<file path="src/rtl/core/pbcl_pkg.sv">
// Shared constants, types and helpers for the pattern block chain length unit.
package pbcl_pkg;

	// Point store capacity and derived widths
	localparam int MAX_POINTS = 256;
	localparam int IDX_W      = $clog2(MAX_POINTS);
	localparam int CNT_W      = $clog2(MAX_POINTS + 1);

	// Heights, depths and table widths
	localparam int HGT_W   = 8;
	localparam int HEIGHTS = 2 ** HGT_W;
	localparam int DEPTH_W = 8;
	localparam int TIDX_W  = $clog2(HEIGHTS + 1);
	localparam int PEND_AW = IDX_W + HGT_W;
	localparam int REG_W   = 2;

	localparam logic [DEPTH_W-1:0] DEPTH_TOP = '1;

	// Configuration register indexes
	localparam logic [REG_W-1:0] CFG_PATTERN_LENGTH = 2'd0;
	localparam logic [REG_W-1:0] CFG_FIRST_RANK     = 2'd1;
	localparam logic [REG_W-1:0] CFG_SECOND_RANK    = 2'd2;
	localparam logic [REG_W-1:0] CFG_THIRD_RANK     = 2'd3;

	// Register codes and reset values
	localparam logic [REG_W-1:0] PAT_TRIPLE  = 2'd3;
	localparam logic [REG_W-1:0] RANK_DESC   = 2'd2;
	localparam logic [REG_W-1:0] RST_PATTERN = 2'd2;
	localparam logic [REG_W-1:0] RST_FIRST   = 2'd2;
	localparam logic [REG_W-1:0] RST_SECOND  = 2'd1;
	localparam logic [REG_W-1:0] RST_THIRD   = 2'd3;

	// Main sequencer states
	typedef enum logic [4:0] {
		S_INIT,
		S_LOAD,
		S_BEGIN,
		S_SW_RD,
		S_SW_CHK,
		S_SW_WAIT,
		S_A_RD,
		S_A_GET,
		S_B_RD,
		S_B_GET,
		S_C_RD,
		S_C_GET,
		S_Q_GO,
		S_Q_WAIT,
		S_PD_RD,
		S_PD_UPD,
		S_CLR,
		S_DONE
	} state_t;

	// Prefix-max tree walker states
	typedef enum logic [1:0] {
		T_IDLE,
		T_RD,
		T_UPD
	} tstate_t;

	// Command to the prefix-max tree
	typedef struct packed {
		logic               clr;
		logic               go;
		logic               raise;
		logic [TIDX_W-1:0]  idx;
		logic [DEPTH_W-1:0] depth;
	} tree_cmd_t;

	// Response from the prefix-max tree
	typedef struct packed {
		logic               done;
		logic [DEPTH_W-1:0] result;
	} tree_rsp_t;

	// Rank of v among three heights: 1 plus the count of strictly lower others
	function automatic logic [REG_W-1:0] rank_of(logic [HGT_W-1:0] v,
			logic [HGT_W-1:0] o1, logic [HGT_W-1:0] o2);
		logic [REG_W-1:0] r;
		r = 2'd1;
		if (v > o1) r = r + 2'd1;
		if (v > o2) r = r + 2'd1;
		return r;
	endfunction

endpackage

</file>
<file path="src/rtl/core/pbcl_tree.sv">
// Fenwick prefix-max tree over heights, held in a synchronous memory.
module pbcl_tree
	import pbcl_pkg::*;
(
	input  logic      clk,
	input  logic      arst_n,
	input  tree_cmd_t cmd,
	output tree_rsp_t rsp
);

	logic [DEPTH_W-1:0] mem [0:HEIGHTS];
	logic [DEPTH_W-1:0] rd_q;
	logic [HEIGHTS:0]   vld_q;
	tstate_t            state_q, state_d;
	logic [TIDX_W-1:0]  idx_q;
	logic [DEPTH_W-1:0] depth_q;
	logic [DEPTH_W-1:0] acc_q;
	logic               raise_q;

	logic [TIDX_W-1:0]  lowbit;
	logic [TIDX_W:0]    up_next;
	logic [TIDX_W-1:0]  down_next;
	logic [DEPTH_W-1:0] cur;
	logic [DEPTH_W-1:0] acc_max;
	logic               last_step;
	logic               zero_query;

	// Walk arithmetic
	assign lowbit     = idx_q & (~idx_q + TIDX_W'(1));
	assign up_next    = {1'b0, idx_q} + {1'b0, lowbit};
	assign down_next  = idx_q - lowbit;
	assign cur        = vld_q[idx_q] ? rd_q : '0;
	assign acc_max    = (cur > acc_q) ? cur : acc_q;
	assign last_step  = raise_q ? (up_next > (TIDX_W + 1)'(HEIGHTS)) : (down_next == '0);
	assign zero_query = cmd.go && !cmd.raise && (cmd.idx == '0);

	// Next state
	always_comb begin
		state_d = state_q;
		case (state_q)
			T_IDLE: begin
				if (cmd.go && !zero_query) state_d = T_RD;
			end
			T_RD: state_d = T_UPD;
			T_UPD: begin
				state_d = last_step ? T_IDLE : T_RD;
			end
			default: state_d = T_IDLE;
		endcase
	end

	// Outputs
	always_comb begin
		rsp.done   = 1'b0;
		rsp.result = '0;
		case (state_q)
			T_IDLE: rsp.done = zero_query;
			T_UPD: begin
				rsp.done   = last_step;
				rsp.result = acc_max;
			end
			default: ;
		endcase
	end

	// Control registers and valid bits
	always_ff @(posedge clk or negedge arst_n) begin
		if (!arst_n) begin
			state_q <= T_IDLE;
			vld_q   <= '0;
		end else begin
			state_q <= state_d;
			if (state_q == T_IDLE && cmd.clr) vld_q <= '0;
			else if (state_q == T_UPD && raise_q && cur < depth_q) vld_q[idx_q] <= 1'b1;
		end
	end

	// Walk registers
	always_ff @(posedge clk) begin
		if (state_q == T_IDLE && cmd.go) begin
			idx_q   <= cmd.idx;
			depth_q <= cmd.depth;
			raise_q <= cmd.raise;
			acc_q   <= '0;
		end else if (state_q == T_UPD) begin
			acc_q <= acc_max;
			idx_q <= raise_q ? up_next[TIDX_W-1:0] : down_next;
		end
	end

	// Tree memory
	always_ff @(posedge clk) begin
		if (state_q == T_RD) rd_q <= mem[idx_q];
		if (state_q == T_UPD && raise_q && cur < depth_q) mem[idx_q] <= depth_q;
	end

`ifndef SYNTHESIS
	a_rd_then_upd: assert property (@(posedge clk) disable iff (!arst_n)
		state_q == T_RD |=> state_q == T_UPD)
		else $error("tree read not followed by update");
	a_no_index_zero: assert property (@(posedge clk) disable iff (!arst_n)
		state_q == T_RD |-> idx_q != '0)
		else $error("tree walk reached index zero");
	a_go_when_idle: assert property (@(posedge clk) disable iff (!arst_n)
		cmd.go |-> state_q == T_IDLE)
		else $error("tree command while walking");
`endif

endmodule

</file>
<file path="config.mk">
export PLATFORM = sky130hd
export DESIGN_NAME = pbcl_tree
export DESIGN_NICKNAME = d
export VERILOG_FILES = /design/src/rtl/core/pbcl_pkg.sv /design/src/rtl/core/pbcl_tree.sv
export SDC_FILE = /design/constraint.sdc
export NUM_CORES = 2
export LEC_CHECK = 0
export ABC_AREA = 1
export ABC_CLOCK_PERIOD_IN_PS = 11210
export BUFFER_PORTS_ARGS = -buffer_cell sky130_fd_sc_hd__buf_2
export CAP_MARGIN = 20
export CORE_MARGIN = 4
export CORE_UTILIZATION = 45
export DETAILED_ROUTE_END_ITERATION = 10
export PLACE_DENSITY = 0.64
export SYNTH_ARGS = -nofsm -noshare
export SYNTH_HDL_FRONTEND = slang
export SYNTH_SLANG_ARGS = --single-unit
</file>
<file path="constraint.sdc">
create_clock -name clk -period 11.21 [get_ports clk]
set_input_delay 1.6815 -clock clk [delete_from_list [all_inputs] [get_ports clk]]
set_output_delay 1.6815 -clock clk [all_outputs]
set_load 0.005 [all_outputs]
</file>
# ---- Word-level counts from Yosys, hierarchy flattened
# Memories as Yosys holds them, arrays and structs flattened. A register that Yosys moved wholly into a read port is not among the register bits.
# Index checks and enable logic that the tools add are counted.
dict set report totals {
  ramBits 2056
  memories 1
  output_inout_bits 9
  ff_bits 285
}
dict set report op_classes {
  add_sub_neg 3
  n_bitwise 3
  order_cmp 5
  n_eq_ne 3
  n_mux 19
  reduce_logical 15
}
# memory words width read_ports rd_ports_with_merged_regs write_ports line_no
set mem_list {}
lappend mem_list {mem 257 8 1 1 1 pbcl_tree.sv:11} ;# logic [DEPTH_W-1:0] mem [0:HEIGHTS];
# cell count
set op_table {}
lappend op_table {{257-bit two-way mux} 2}
lappend op_table {{257-bit bitwise OR} 1}
lappend op_table {{9-bit two-way mux} 3}
lappend op_table {{8-bit two-way mux} 3}
lappend op_table {{9-bit logical NOT} 2}
lappend op_table {{9-bit by 9-bit adder with 10-bit output} 1}
lappend op_table {{10-bit by 9-bit > comparator with 1-bit output, second input constant} 1}
lappend op_table {{9-bit by 10-bit less-than comparator with 1-bit output, second input constant} 1}
lappend op_table {{9-bit by 1-bit adder with 9-bit output, second input constant} 1}
lappend op_table {{9-bit AND} 1}
lappend op_table {{1-bit binary-select mux with 9-bit select} 1}
lappend op_table {{1-bit demux with 9-bit select} 1}
lappend op_table {{9-bit by 1-bit >= comparator with 1-bit output, second input constant} 1}
lappend op_table {{9-bit inverter} 1}
lappend op_table {{9-bit subtractor} 1}
lappend op_table {{8-bit > comparator} 1}
lappend op_table {{1-bit logical AND} 8}
lappend op_table {{8-bit less-than comparator} 1}
lappend op_table {{1-bit two-way mux} 6}
lappend op_table {{2-bit case mux with 3 select lines} 1}
lappend op_table {{2-bit nonzero test} 2}
lappend op_table {{2-bit by 1-bit equality test with 1-bit output, second input constant} 1}
lappend op_table {{2-bit equality test, second input constant} 1}
lappend op_table {{1-bit logical NOT} 2}
lappend op_table {{other kinds (4)} 4}

# ---- Logic depth before layout (Yosys ltp)
dict set report depth {
  depth_word 8
  depth_mapped 31
  depth_no_buf 29
}

# ---- Least setup slack after synthesis
# No wires, ideal clock.
dict set report synth_path {
  kind {reg2reg}
  start {reg depth_q[7]}
  end {mem mem[242][0] (enable)}
  t_required_ns 10.840
  stages_incl_launch_ff 11
  setup_ns 0.370
  slack_ns 5.023
  n_path_buf 2
  period_less_slack_ns 6.187
  t_arrival_ns 5.817
  cell_sequence {edfxtp_1 > inv_1 > ha_1 > nand2_1 > inv_1 > and3_1 > a211oi_1 > buf_1 > nand3_1 > buf_2 > nor2_1}
}
dict set report synth_between {
  elab_chain_len 4
}
# element line_no
set synth_rtl {}
lappend synth_rtl {{from (decl)} pbcl_tree.sv:16} ;# logic [DEPTH_W-1:0] depth_q;
lappend synth_rtl {{from (signal assigned)} pbcl_tree.sv:82} ;# depth_q <= cmd.depth;
lappend synth_rtl {{8-bit less-than comparator} pbcl_tree.sv:94} ;# if (state_q == T_UPD && raise_q && cur < depth_q) mem[idx_q] <= depth_q;
lappend synth_rtl {{1-bit logical AND} pbcl_tree.sv:94}
lappend synth_rtl {{1-bit two-way mux} pbcl_tree.sv:94}
lappend synth_rtl {{1-bit two-way mux (not written as such)} pbcl_tree.sv:94}
lappend synth_rtl {{to (decl)} pbcl_tree.sv:11}
# No other way between the ends.

==> impl_metrics.yaml <==
power:
  leakagePower_nw: 34.8
  peakVddDrop_mv: 0.221
  cellPowerDensity_nw_per_um2: 244
  p_total_mw: 25.5
synth:
  ys_async_sr_fraction_pct: 11.0
  synth_area_leaders: "edfxtp_1 (67%), a22oi_1 (8.2%), dfrtp_1 (6.9%), nand2_1 (2.9%), a21oi_1 (2.9%)"
  synth_area_per_cell_sq_um: 13.5
  yosys-top-cells-count: "edfxtp_1 (2082), a22oi_1 (1028), nand2_1 (735)"
  yosysMostFrequentCell: "edfxtp_1"
  ys_seq_area_share_pct: 73.6
  synth_top_family_by_area: "compound AO/OA/AOI/OAI gates"
  synth_flop_cell: "edfxtp_1"
  synth_warnings: 0
  synth-edff-count: 2082
  yosys.area.top_type: "edfxtp_1"
  synth-compound-area-share_pct: 14.1
  synth.top_cell.area_share_pct: 66.5
  synth_adder_area_share_pct: 0.173
  syn-cell-area_sq_um: 94000
  ys_types: 51
  synthCells: 6975
  syn_nets: 7010
  synthSimpleGateAreaFrac_pct: 8.84
  synth_mux_area_share_pct: 0
  synth-xor-area-share_pct: 0.0186
  ys_ff_latch: 2349
clocking:
  clkTransAtPathRegs_ps: 60
  insertion_delay_ps: 890
  cts_tree: "done"
  htree_levels: 4
  ctsRootBufferMaster: "clkbuf_16"
  cts-resized-gates: 0
  hold_buffers: 0
  clockBufferDepth: 3
  cts_buffers: 230
  cts_num_sinks: 2349
  post-cts-setup-buffers: 0
timing:
  rsz0062_at_grt: "no"
  worst_slew_pin_slew_ps: 1350
  fin_crit_ps: 7950
  hold_viol_final: 0
  finalClockSkew_ps: 82.5
  relSlewSlack_pct: 10.0
  period_share_pct: 70.9
  setup_viol: 0
  slew_viol_final: 0
  fmax_mhz: 126
  setup_tns_ps: 0
layout:
  multi_input_area_sq_um: 21900
  final_nets: 6826
  drive_gt1_share_pct: 7.88
  syn2layout_area_growth_pct: 11.1
  seqCellArea_sq_um: 69200
  final_cell_area_sq_um: 104000
  n_fill_cell: 17200
worst_setup_path:
  cp.arrival_ps: 6270
  reg2reg_depth: 25
  critPathSlowestCell: "buf_4"
  critPathLaunchType: "register"
  crit_path_end_kind: "primary output"
  crit_fanout: 80
  slowest_delay_ps: 720
  path_common_cell: "nand2_1"
  crit_type: "reg2out"
  crit_required_ps: 9530
floorplan:
  die_w_um: 465
  dieArea_sq_um: 216000
  core_area_sq_um: 207000
  start_util_pct: 45.3
  rows: 167
  die_h_um: 465
  design.portCount: 31
detailed_routing:
  drtAntennaViolNets: 0
  vias: 62000
  drt_iter0_markers: 9044
  via_per_inst: 6.34
  drc_errors: 0
  wirelength_um: 272000
  dr.pass1.iters: 6
  wl_per_cell_um: 27.8
place:
  numPortBuffers: 30
  hpwl_um: 150000
  dpl-instance-area_sq_um: 96600
  finalWeightedCongestion: 0.850
global_route:
  grt_max_degree: 273
  antenna_found_initial: 16
  grt_usage_pct: 24.5
  grt-ovfl-total: 0
  grt_pass1_wl_um: 400000
  grt_pass1_vias: 58900
run:
  max-cap-violations: 0
hold_path:
  hp-class: "reg2reg"
  holdPathStages: 2
status:
  outcome: "finished clean"
## routing by layer
layer  share of wire, %  global-route usage [%]
met1                 41                    35.2
met2                 45                    36.9
met4                3.8                    9.34
met5              0.017                       0
met3                 10                    5.00
## flip-flops by register name, indices dropped and copies added, names as in the netlist
name,count
acc_q,8
state_q,2
rd_q,8
vld_q,257
raise_q,1
mem,2056
idx_q,9
depth_q,8
## path summary, 6_finish.rpt
check / start / endpoint / slack, ps
min: acc_q[2] / acc_q[2] / 480
min reg2reg: acc_q[2] / acc_q[2] / 480
max reg2reg: idx_q[0] / mem[211][0] / 3760
max in group asynchronous: arst_n / vld_q[92] / 8960
min in group asynchronous: arst_n / vld_q[16] / 850
max: idx_q[0] / rsp[1] / 3260
## power breakdown
group          leakage [nW]  internal, mW  total, mW  switching, mW
Combinational          8.63          1.62       7.50           5.88
Sequential             22.4          9.99       10.1         0.0691
Clock                  3.78          4.54       7.91           3.38
Total                  34.8          16.1       25.5           9.32
## kinds of logic (layout without fill, tap and decap cells)
| family | count (synthesis) | count (layout) |
|---|---|---|
| flip-flops | 2349 | 2349 |
| AO/OA/AOI/OAI | 2025 | 2025 |
| AND/OR/NAND/NOR | 1824 | 1824 |
| buffers and inverters | 762 | 782 |
| adder cells (fa/ha/maj) | 13 | 13 |
| XOR/XNOR | 2 | 2 |
| other | 0 | 8 |
## placed cells by master, fill, tap and decap left out, types with 103 or more instances in the layout
cell type and count:
a21oi_1 539, a22oi_1 1028, clkbuf_16 231, dfrtp_1 259
edfxtp_1 2082, inv_1 181, nand2_1 718, nand3_1 281
nand4_1 274, nor2_1 390, nor4_1 103, o21ai_0 189
o21bai_1 146
## cell type report
class | count | area share (%)
Sequential cell | 2349 | 66.2
Multi-Input combinational cell | 3864 | 21.0
Clock buffer | 288 | 5.84
Tap cell | 2788 | 3.34
Clock inverter | 148 | 1.64
Timing Repair Buffer | 145 | 1.19
Inverter | 201 | 0.746
Antenna cell | 8 | 0.0192
## through the flow
step	setup WS (ps)	utilization (%)	std cells	hold slack (ps)
final	3260	50.3	9791	484
after global placement	4010	46.5	9343	460
after CTS	3230	50.3	9780	485
after global routing	2750	50.3	9783	507
after detailed placement	3880	46.5	9344	476
after floorplan	5020	-	6975	445
## critical path, delay by kind of cell (launching register included)
family                     cells  cell delay (ps)
and+or+nand+nor               17             2320
buffers and inverters          7             1900
AOI/OAI and AO/OA              3              520
DFF                            1              320
adders and majority gates      1              290
Power figures use the tool's default switching activity.
